--- config.mk ---
export PLATFORM = sky130hd
export DESIGN_NAME = postfix_expression_evaluator_top
export DESIGN_NICKNAME = d
export VERILOG_FILES = /design/src/rtl/core/pfe_pkg.sv /design/src/rtl/core/pfe_div.sv /design/src/rtl/core/postfix_expression_evaluator_top.sv
export SDC_FILE = /design/constraint.sdc
export NUM_CORES = 2
export LEC_CHECK = 0
export BUFFER_PORTS_ARGS = -buffer_cell sky130_fd_sc_hd__buf_2
export CAP_MARGIN = 10
export CORE_MARGIN = 2
export CORE_UTILIZATION = 60
export CTS_CLUSTER_SIZE = 25
export DETAILED_ROUTE_END_ITERATION = 16
export PLACE_DENSITY_LB_ADDON = 0.2
export SKIP_CTS_REPAIR_TIMING = 1
export SYNTH_ARGS = -nofsm -noshare
export SYNTH_HDL_FRONTEND = slang
export SYNTH_HIERARCHICAL = 1
export SYNTH_SLANG_ARGS = --single-unit
--- constraint.sdc ---
create_clock -name clk_i -period 10 [get_ports clk_i]
set_clock_uncertainty 0.15 [all_clocks]
set_input_delay 1 -clock clk_i [delete_from_list [all_inputs] [get_ports clk_i]]
set_output_delay 1 -clock clk_i [all_outputs]
set_load 0.02 [all_outputs]
--- src/rtl/core/pfe_pkg.sv ---
package pfe_pkg;

  localparam int STACK_DEPTH = 64;
  localparam int VALUE_WIDTH = 32;

  localparam int ADDR_W = $clog2(STACK_DEPTH);
  localparam int CNT_W  = $clog2(STACK_DEPTH + 1);

  // Operator characters and the digit offset
  localparam logic [7:0] CH_ADD  = 8'h2B;
  localparam logic [7:0] CH_SUB  = 8'h2D;
  localparam logic [7:0] CH_MUL  = 8'h2A;
  localparam logic [7:0] CH_DIV  = 8'h2F;
  localparam logic [7:0] CH_ZERO = 8'd48;

  typedef enum logic [1:0] {
    ERR_NONE  = 2'd0,
    ERR_UNDER = 2'd1,
    ERR_OVER  = 2'd2,
    ERR_DIV0  = 2'd3
  } err_e;

  typedef struct packed {
    logic done;
    logic div_zero;
  } div_stat_t;

endpackage

--- src/rtl/core/pfe_div.sv ---
module pfe_div (
  input  logic                                clk_i,
  input  logic                                rst_ni,
  input  logic                                start_i,
  input  logic [pfe_pkg::VALUE_WIDTH-1:0]     dividend_i,
  input  logic [pfe_pkg::VALUE_WIDTH-1:0]     divisor_i,
  output logic [pfe_pkg::VALUE_WIDTH-1:0]     quotient_o,
  output pfe_pkg::div_stat_t                  stat_o
);

  localparam int VW = pfe_pkg::VALUE_WIDTH;
  localparam int CW = $clog2(VW);

  logic          busy_q;
  logic          done_q;
  logic          dz_q;
  logic          neg_q;
  logic [CW-1:0] step_q;
  logic [VW-1:0] rem_q;
  logic [VW-1:0] quot_q;
  logic [VW-1:0] dsr_q;

  logic          na;
  logic          nb;
  logic [VW-1:0] ma;
  logic [VW-1:0] mb;
  logic [VW:0]   rem_sh;
  logic [VW:0]   diff;
  logic          ge;

  assign na     = dividend_i[VW-1];
  assign nb     = divisor_i[VW-1];
  assign ma     = na ? (VW'(0) - dividend_i) : dividend_i;
  assign mb     = nb ? (VW'(0) - divisor_i) : divisor_i;
  assign rem_sh = {rem_q, quot_q[VW-1]};
  assign diff   = rem_sh - {1'b0, dsr_q};
  assign ge     = !diff[VW];

  always_ff @(posedge clk_i or negedge rst_ni) begin
    if (!rst_ni) begin
      busy_q <= 1'b0;
      done_q <= 1'b0;
      dz_q   <= 1'b0;
      step_q <= '0;
    end else begin
      done_q <= 1'b0;
      if (start_i) begin
        dz_q   <= (mb == '0);
        step_q <= '0;
        if (mb == '0) begin
          done_q <= 1'b1;
        end else begin
          busy_q <= 1'b1;
        end
      end else if (busy_q) begin
        step_q <= step_q + CW'(1);
        if (step_q == CW'(VW - 1)) begin
          busy_q <= 1'b0;
          done_q <= 1'b1;
        end
      end
    end
  end

  // One quotient bit per cycle, restoring on the magnitudes
  always_ff @(posedge clk_i) begin
    if (start_i) begin
      rem_q  <= '0;
      quot_q <= ma;
      dsr_q  <= mb;
      neg_q  <= na ^ nb;
    end else if (busy_q) begin
      rem_q  <= ge ? diff[VW-1:0] : rem_sh[VW-1:0];
      quot_q <= {quot_q[VW-2:0], ge};
    end
  end

  assign quotient_o      = neg_q ? (VW'(0) - quot_q) : quot_q;
  assign stat_o.done     = done_q;
  assign stat_o.div_zero = dz_q;

endmodule

--- src/rtl/core/postfix_expression_evaluator_top.sv ---
// Postfix expression evaluator.
// Input channel: one expression character per transaction on token_char_i,
// with last_char_i set on the final character. Operators + - * / pop the
// right then the left operand and push left op right; any other character
// pushes its code minus 48. Values wrap at VALUE_WIDTH bits.
// Output channel: one transaction per expression, after the last character:
// the popped top value (sign-extended) and the first error of the
// expression (0 ok, 1 underflow, 2 overflow, 3 divide by zero).
// Each character is stepped by the sequencer around the one-read-port stack
// memory: a digit is pushed; an operator pops both operands, computes and
// pushes; a divide waits on the bit-serial divider, which ends early when
// the divisor is zero. A last character then pops the result for output.
// in_stall_o is high while a character is in progress. A result waits in
// the output register while out_stall_i is high; the next expression runs
// meanwhile and holds only at its own result until the register frees.
// Reset empties the stack and clears the error; stack contents need no
// clearing pass. Values left on the stack carry over to the next expression.
module postfix_expression_evaluator_top (
  input  logic                clk_i,
  input  logic                rst_ni,
  input  logic                in_valid_i,
  output logic                in_stall_o,
  input  logic [7:0]          token_char_i,
  input  logic                last_char_i,
  output logic                out_valid_o,
  input  logic                out_stall_i,
  output logic signed [31:0]  result_value_o,
  output logic [1:0]          error_code_o
);

  localparam int VW    = pfe_pkg::VALUE_WIDTH;
  localparam int AW    = pfe_pkg::ADDR_W;
  localparam int CW    = pfe_pkg::CNT_W;
  localparam int DEPTH = pfe_pkg::STACK_DEPTH;

  typedef enum logic [7:0] {
    S_IDLE = 8'b0000_0001,
    S_POPR = 8'b0000_0010,
    S_POPL = 8'b0000_0100,
    S_CALC = 8'b0000_1000,
    S_DIV  = 8'b0001_0000,
    S_PUSH = 8'b0010_0000,
    S_POPE = 8'b0100_0000,
    S_EMIT = 8'b1000_0000
  } state_e;

  state_e             state_q, state_d;
  logic [CW-1:0]      count_q, count_d;
  pfe_pkg::err_e      err_q, err_d;
  logic [7:0]         ch_q, ch_d;
  logic               last_q, last_d;
  logic [VW-1:0]      opr_q, opr_d;
  logic [VW-1:0]      val_q, val_d;
  logic               rd_ok_q, rd_ok_d;
  logic               out_valid_q, out_valid_d;
  logic signed [31:0] res_q, res_d;
  pfe_pkg::err_e      oerr_q, oerr_d;

  logic [VW-1:0]      mem [DEPTH];
  logic [VW-1:0]      rdata_q;
  logic               rd_en;
  logic               wr_en;
  logic [CW-1:0]      cnt_dec;
  logic [AW-1:0]      rd_addr;
  logic [AW-1:0]      wr_addr;

  logic               pop_req;
  pfe_pkg::err_e      note;
  logic [VW-1:0]      popped;
  logic               is_op;

  logic               div_start;
  logic [VW-1:0]      div_quot;
  pfe_pkg::div_stat_t div_stat;

  assign cnt_dec = count_q - CW'(1);
  assign rd_addr = cnt_dec[AW-1:0];
  assign wr_addr = count_q[AW-1:0];
  assign popped  = rd_ok_q ? rdata_q : '0;
  assign is_op   = (token_char_i == pfe_pkg::CH_ADD) || (token_char_i == pfe_pkg::CH_SUB) ||
                   (token_char_i == pfe_pkg::CH_MUL) || (token_char_i == pfe_pkg::CH_DIV);

  pfe_div u_div (
    .clk_i      (clk_i),
    .rst_ni     (rst_ni),
    .start_i    (div_start),
    .dividend_i (popped),
    .divisor_i  (opr_q),
    .quotient_o (div_quot),
    .stat_o     (div_stat)
  );

  always_comb begin
    state_d     = state_q;
    count_d     = count_q;
    err_d       = err_q;
    ch_d        = ch_q;
    last_d      = last_q;
    opr_d       = opr_q;
    val_d       = val_q;
    rd_ok_d     = rd_ok_q;
    res_d       = res_q;
    oerr_d      = oerr_q;
    out_valid_d = out_valid_q && out_stall_i;
    rd_en       = 1'b0;
    wr_en       = 1'b0;
    pop_req     = 1'b0;
    div_start   = 1'b0;
    note        = pfe_pkg::ERR_NONE;

    case (state_q)
      S_IDLE: begin
        if (in_valid_i) begin
          ch_d    = token_char_i;
          last_d  = last_char_i;
          val_d   = VW'(token_char_i) - VW'(pfe_pkg::CH_ZERO);
          state_d = is_op ? S_POPR : S_PUSH;
        end
      end
      S_POPR: begin
        pop_req = 1'b1;
        state_d = S_POPL;
      end
      S_POPL: begin
        opr_d   = popped;
        pop_req = 1'b1;
        state_d = S_CALC;
      end
      S_CALC: begin
        state_d = S_PUSH;
        case (ch_q)
          pfe_pkg::CH_ADD: val_d = popped + opr_q;
          pfe_pkg::CH_SUB: val_d = popped - opr_q;
          pfe_pkg::CH_MUL: val_d = popped * opr_q;
          pfe_pkg::CH_DIV: begin
            div_start = 1'b1;
            state_d   = S_DIV;
          end
          default: val_d = val_q;
        endcase
      end
      S_DIV: begin
        if (div_stat.done) begin
          val_d   = div_stat.div_zero ? '0 : div_quot;
          note    = div_stat.div_zero ? pfe_pkg::ERR_DIV0 : pfe_pkg::ERR_NONE;
          state_d = S_PUSH;
        end
      end
      S_PUSH: begin
        if (count_q == CW'(DEPTH)) begin
          note = pfe_pkg::ERR_OVER;
        end else begin
          wr_en   = 1'b1;
          count_d = count_q + CW'(1);
        end
        state_d = last_q ? S_POPE : S_IDLE;
      end
      S_POPE: begin
        pop_req = 1'b1;
        state_d = S_EMIT;
      end
      S_EMIT: begin
        // hold until the output register is free
        if (!out_valid_q || !out_stall_i) begin
          out_valid_d = 1'b1;
          res_d       = 32'(signed'(popped));
          oerr_d      = err_q;
          state_d     = S_IDLE;
        end
      end
      default: state_d = S_IDLE;
    endcase

    if (pop_req) begin
      if (count_q != '0) begin
        rd_en   = 1'b1;
        rd_ok_d = 1'b1;
        count_d = cnt_dec;
      end else begin
        rd_ok_d = 1'b0;
        note    = pfe_pkg::ERR_UNDER;
      end
    end

    if (err_q == pfe_pkg::ERR_NONE) begin
      err_d = note;
    end
    if (state_q == S_EMIT && (!out_valid_q || !out_stall_i)) begin
      err_d = pfe_pkg::ERR_NONE;
    end
  end

  always_ff @(posedge clk_i or negedge rst_ni) begin
    if (!rst_ni) begin
      state_q     <= S_IDLE;
      count_q     <= '0;
      err_q       <= pfe_pkg::ERR_NONE;
      out_valid_q <= 1'b0;
      rd_ok_q     <= 1'b0;
    end else begin
      state_q     <= state_d;
      count_q     <= count_d;
      err_q       <= err_d;
      out_valid_q <= out_valid_d;
      rd_ok_q     <= rd_ok_d;
    end
  end

  always_ff @(posedge clk_i) begin
    ch_q   <= ch_d;
    last_q <= last_d;
    opr_q  <= opr_d;
    val_q  <= val_d;
    res_q  <= res_d;
    oerr_q <= oerr_d;
  end

  // Stack memory: one write and one registered read per cycle
  always_ff @(posedge clk_i) begin
    if (wr_en) begin
      mem[wr_addr] <= val_q;
    end
    if (rd_en) begin
      rdata_q <= mem[rd_addr];
    end
  end

  assign in_stall_o     = (state_q != S_IDLE);
  assign out_valid_o    = out_valid_q;
  assign result_value_o = res_q;
  assign error_code_o   = oerr_q;

`ifndef SYNTHESIS
  a_count_in_range: assert property (@(posedge clk_i) disable iff (!rst_ni)
    count_q <= CW'(DEPTH))
    else $error("stack count beyond depth");

  a_no_write_full: assert property (@(posedge clk_i) disable iff (!rst_ni)
    wr_en |-> count_q < CW'(DEPTH))
    else $error("push onto full stack reached memory");

  a_no_rw_overlap: assert property (@(posedge clk_i) disable iff (!rst_ni)
    !(rd_en && wr_en))
    else $error("stack read and write in the same cycle");

  a_accept_leaves_idle: assert property (@(posedge clk_i) disable iff (!rst_ni)
    (in_valid_i && !in_stall_o) |=> state_q != S_IDLE)
    else $error("accepted transaction did not start the sequencer");

  a_emit_clears_err: assert property (@(posedge clk_i) disable iff (!rst_ni)
    (state_q == S_EMIT && (!out_valid_q || !out_stall_i))
      |=> out_valid_q && err_q == pfe_pkg::ERR_NONE && state_q == S_IDLE)
    else $error("result load did not clear the expression error");
`endif

endmodule
# ---- Word-level counts from Yosys, hierarchy flattened
# Memories as Yosys holds them, arrays and structs flattened. A register that Yosys moved wholly into a read port is not among the register bits.
# Index checks and enable logic that the tools add are counted.
dict set report word_totals {
  n_memories 1
  mem_bits_rw 2048
  ff_bits 231
  wordCells 128
  in_bits 13
  output_inout_bits 36
}
# memory words word_bits read_ports rd_clocked_by_memory_dff write_ports line_no
set mem_list {}
lappend mem_list {mem 64 32 1 1 1 postfix_expression_evaluator_top.sv:59} ;# logic [VW-1:0] mem [DEPTH];
dict set report op_classes {
  bitwise_logic 1
  multipliers 1
  n_eq_ne 24
  reduce_logical 20
  mux 52
  n_addsub 10
}
# operator count
set op_table {}
lappend op_table {{2-to-1 mux 32 bit} 10}
lappend op_table {{case mux 32 bit (3 select lines)} 2}
lappend op_table {{subtractor 1 x 32 -> 32 bit, first input constant} 3}
lappend op_table {{equality test 8 x 6 -> 1 bit, second input constant} 9}
lappend op_table {{case mux 8 bit (8 select lines)} 1}
lappend op_table {{2-to-1 mux 7 bit} 5}
lappend op_table {{subtractor 33 x 32 -> 33 bit} 1}
lappend op_table {{adder 32 bit} 1}
lappend op_table {{zero test 32 bit} 1}
lappend op_table {{multiplier 32 x 32 -> 32 bit} 1}
lappend op_table {{subtractor 32 bit} 1}
lappend op_table {{2-to-1 mux 8 bit} 3}
lappend op_table {{2-to-1 mux 1 bit} 19}
lappend op_table {{2-to-1 mux 2 bit} 7}
lappend op_table {{2-to-1 mux 6 bit} 2}
lappend op_table {{2-to-1 mux 5 bit} 2}
lappend op_table {{subtractor 8 x 6 -> 9 bit, second input constant} 1}
lappend op_table {{equality test 8 x 1 -> 1 bit, second input constant} 1}
lappend op_table {{equality test 8 x 2 -> 1 bit, second input constant} 1}
lappend op_table {{equality test 8 x 3 -> 1 bit, second input constant} 1}
lappend op_table {{equality test 8 x 4 -> 1 bit, second input constant} 1}
lappend op_table {{equality test 8 x 5 -> 1 bit, second input constant} 1}
lappend op_table {{equality test 8 x 7 -> 1 bit, second input constant} 1}
lappend op_table {{equality test 8 bit, second input constant} 1}
lappend op_table {{22 further kinds} 32}

# ---- Logic depth before layout (Yosys ltp)
dict set report depth {
  ltp_word 7
  depth_mapped 31
  depth_no_buf 26
}

# ---- By module
# Netlist, hierarchy kept.
# mod cells_per_inst area_per_inst_um2 seq_area_each_um2 instances
set by_module_without_submodules {}
lappend by_module_without_submodules {postfix_expression_evaluator_top 5652 102180.5 66149.7 1}
lappend by_module_without_submodules {pfe_div 971 8171.6 2792.7 1}

# ---- Worst setup path after synthesis
# No wires, ideal clock.
dict set report synth_path {
  path_kind {flip-flop to flip-flop}
  from {reg rd_ok_q}
  to {reg val_q[30], data pin}
  required_time_ns 9.589
  n_path_buf 5
  stages_incl_launch_ff 30
  setup_time_ns 0.261
  path_slack_ns 2.058
  period_less_slack_ns 7.942
  arrival_time_ns 7.531
  cell_sequence {dfrtp_1 > clkbuf_1 > clkbuf_1 > clkbuf_1 > clkbuf_1 > clkbuf_1 > and3_1 > fa_1 > fa_1 > fa_1 > inv_1 > fa_1 > inv_1 > fa_1 > inv_1 > fa_1 > inv_1 > fa_1 > fa_1 > ha_1 > a21o_1 > a21o_1 > nand2_1 > a21oi_1 > o21bai_1 > nand3_1 > a311oi_1 > mux2i_1 > o21ai_0 > a311o_1}
}
dict set report synth_between {
  elab_chain_cells 4
  elab_cells_between_ends 6
  cone_classes {add/sub: 2; mul: 1; mux: 3}
}
# item line_no
set synth_rtl {}
lappend synth_rtl {{from (decl)} postfix_expression_evaluator_top.sv:54} ;# logic rd_ok_q, rd_ok_d;
lappend synth_rtl {{from (signal assigned)} postfix_expression_evaluator_top.sv:205} ;# rd_ok_q <= rd_ok_d;
lappend synth_rtl {{2-to-1 mux 32 bit (*)} postfix_expression_evaluator_top.sv:79} ;# assign popped = rd_ok_q ? rdata_q : '0;
lappend synth_rtl {{multiplier 32 x 32 -> 32 bit, or another cell as far along} postfix_expression_evaluator_top.sv:134} ;# pfe_pkg::CH_MUL: val_d = popped * opr_q;
lappend synth_rtl {{case mux 32 bit (3 select lines) (*)} postfix_expression_evaluator_top.sv:131} ;# case (ch_q)
lappend synth_rtl {{case mux 32 bit (3 select lines) (*)} postfix_expression_evaluator_top.sv:111} ;# case (state_q)
lappend synth_rtl {{net val_d[30]} postfix_expression_evaluator_top.sv:53} ;# logic [VW-1:0] val_q, val_d;
lappend synth_rtl {{to (signal assigned)} postfix_expression_evaluator_top.sv:213} ;# val_q <= val_d;
lappend synth_rtl {{to (decl)} postfix_expression_evaluator_top.sv:53}
# The timed path passes the listed nets; every way through them passes the cells marked *.
# A chain may end at the register's enable or synchronous reset.

# ---- Final worst setup path
dict set report layout_path {
  from {reg rd_ok_q}
  to {reg val_q[29], data pin}
}
# Same word-level chain as after synthesis.

==> flow_summary.ini <==
[global_routing]
antenna_found_initial = 23
grtUsageTotal_pct = 33.30
grt_overflow = 0
grt_pass1_vias = 62690
grt_max_degree = 126
grt_first_pass_wirelength_mm = 441.2

[clocking]
numClockSinks = 2311
cts_max_level = 4
cts_tree = built
clk_latency_ns = 0.89
cts_buffer_depth = 3
root_buffer = clkbuf_16
clkSlewWorstSetupHoldPaths_ns = 0.07
cts_buffers = 221

[flow_run]
cap_violations = 0

[timing]
hold_violations = 0
slew_violations = 0
worst_slew_margin_rel_pct = 20.85
max_freq_mhz = 112.2
tightestPinTransition_ns = 1.180
min_period_over_period_pct = 89.14
finalSetupViolations = 0
fin_crit_ns = 8.914
finalSetupTns_ns = 0
rsz0062_at_grt = false

[synth]
syn_area_per_cell_um2 = 16.66
yosysTopAreaCell = edfxtp_1
synth_edf_count = 2252
synth_area_mm2 = 0.1104
yosysSeqAreaShare_pct = 62.47
syn_nets = 7244
ys_ff_latch = 2311
synthCells = 6623
yosys_warnings = 6
async_flop_share_pct = 1.168
synthTopCellsByArea = edfxtp_1 61%, mux4_2 13%, fa_1 7.4%, ha_1 2.2%, and3_1 1.8%
synth_flop_cell = edfxtp_1
synthDominantCellAreaShare_pct = 61.28
ys_types = 89

[placement]
hpwl_mm = 176.6
portBuffers = 48
gp_congestion = 0.9946

[critical_path]
cp_slowest_stage_delay_ns = 1.07
cpMostUsedCell = fa_1
reg2regPathDepth = 22
crit_chain = buf_4, and2_1, nand2_1, fa_1, inv_1, fa_1, fa_1, inv_1, fa_1, inv_1, ha_1, ha_1, fa_1, fa_1, ha_1, a2111o_1, o31ai_1, o31a_1, o21ai_0, xor2_1, a221oi_1, o21ai_0
slowest_stage = dfrtp_4
reg2reg_from = rd_ok_q$_DFFE_PN0N_
setup.worst_path.class = reg2reg
cp-start-kind = flip-flop
r2r_slack_ns = 1.09
r2r_end = val_q[29]$_DFFE_PP_
required_ns = 10.44
arrival_ns = 9.35
cp_max_fo = 106
cp-end-kind = flip-flop

[cells_and_area]
layout.nets = 7360
nFillCells = 11910
drive_above_1_share_pct = 19.85
area_growth_pct = 10.75

[routing]
wl_mm = 306.2
vias = 62730
wire_per_inst_um = 32.56
met3_length_mm = 33.38
final_antenna_net_count = 0
drt_iter0_drc = 8743
drcViolationCount = 0
m1WireLength_mm = 112.4
via_per_inst = 6.670
drtPass1Iterations = 7
top_layer_used = met5
wl_met2_mm = 144.5

[hold_path]
hold_path.class = in2async

[floorplan]
core-area_mm2 = 0.1829
boundaryPins = 49
row_count = 157
dieArea_mm2 = 0.1874
initial_core_util_pct = 60.34
fp.dieW_um = 432.9
die_h_um = 432.9

[status]
status = finished, final reports clean
## cell usage after synthesis, drive strengths merged (18+ instances only)
library cell / instances
a211oi: 44
a21o: 25
a21oi: 155
a311oi: 28
a31oi: 58
and2: 74
and3: 317
buf: 64
clkbuf: 316
dfrtp: 26
dfxtp: 32
edfxtp: 2252
fa: 410
ha: 198
inv: 457
mux4: 640
nand2: 472
nand2b: 24
nand3: 40
nor2: 240
nor2b: 21
nor3: 31
nor4: 21
o21ai: 120
o31ai: 38
o41ai: 18
or3: 30
or4: 22
xnor2: 172
xor2: 88
## worst max-delay path: cells and delay by family, from the launching register on
kind	cells	cell delay (ns)
xor+xnor	1	0.18
flops	1	1.07
buf+inv	4	0.55
fa+ha+maj	9	3.60
simple gates	2	1.02
compound gates	6	2.03
## flip-flops by register name, summed over array words and instances (netlist names), 2 cells and up
signal / count
u_div/quot_q: 32
mem: 2048
rdata_q: 32
u_div/rem_q: 32
ch_q: 8
u_div/dsr_q: 32
result_value_o: 32
val_q: 32
u_div/step_q: 5
state_q: 8
err_q: 2
opr_q: 32
error_code_o: 2
count_q: 7
## kinds of logic after synthesis
kind of cell | count (synthesis) | synth area share [%]
muxes | 656 | 13.21
xor gates and xnor gates | 260 | 2.081
and+or+nand+nor | 1346 | 6.092
adders and majority gates | 608 | 9.683
AOI/OAI and AO/OA | 604 | 3.578
buffers and inverters | 838 | 2.879
DFF | 2311 | 62.47
## per-stage QoR
step                area (µm²)  instances  util, %  worst slack (ns)  hold slack, ns
global placement        114600       8979    62.66             1.452          0.3160
global route            122200       9392    66.81            0.7065         0.08658
detailed placement      114600       8980    62.67             1.289          0.3124
CTS                     122200       9392    66.81             1.260         0.03406
finish                  122200       9404    66.82             1.086         0.07491
floorplan               110400       6623        -             2.058          0.2913
## cell usage in the layout (no fill, tap or decap), types with 57 or more instances in the layout
| master | instances |
|---|---|
| clkbuf_16 | 223 |
| o21ai_0 | 119 |
| mux4_2 | 640 |
| nor2_4 | 64 |
| xnor2_1 | 167 |
| nor2_1 | 175 |
| fa_1 | 410 |
| nand2_1 | 472 |
| a31oi_1 | 57 |
| ha_1 | 197 |
| and3_1 | 316 |
| a21oi_1 | 154 |
| inv_1 | 457 |
| edfxtp_1 | 2252 |
| and2_1 | 71 |
| buf_4 | 219 |
| xor2_1 | 85 |
## worst max-delay path by stage
stage / startpoint / to / slack, ns / depth (start not counted)
6_report: rd_ok_q$_DFFE_PN0N_ / val_q[29]$_DFFE_PP_ / 1.09 / 22
3_5_place_dp: rd_ok_q$_DFFE_PN0N_ / val_q[29]$_DFFE_PP_ / 1.29 / 22
5_1_grt: rd_ok_q$_DFFE_PN0N_ / val_q[29]$_DFFE_PP_ / 0.71 / 22
2_1_floorplan: rd_ok_q$_DFFE_PN0N_ / val_q[30]$_DFFE_PP_ / 2.06 / 29
3_3_place_gp: rd_ok_q$_DFFE_PN0N_ / val_q[29]$_DFFE_PP_ / 1.45 / 22
4_1_cts: rd_ok_q$_DFFE_PN0N_ / val_q[29]$_DFFE_PP_ / 1.26 / 22
## metal layers
layer	up-vias	GRT usage [%]
li1	25600	-
met5	-	0
met2	3853	51.71
met4	12	15.18
met1	32570	45.88
met3	696	7.149
## cell type report
| type | count | area, µm² | share of cell area (%) |
|---|---|---|---|
| well taps | 2464 | 3083 | 2.523 |
| clock buffers | 264 | 5814 | 4.758 |
| multi-input cells | 3474 | 38850 | 31.79 |
| diodes | 12 | 30.03 | 0.02457 |
| flip-flops and latches | 2311 | 68950 | 56.42 |
| inverters | 457 | 1715 | 1.404 |
| clock inverters | 148 | 1750 | 1.432 |
| repair buffers | 274 | 2019 | 1.652 |
Power is left out: the tool's default activity adds up to more than one toggle a clock period on the data nets, which glitch-free logic cannot reach.
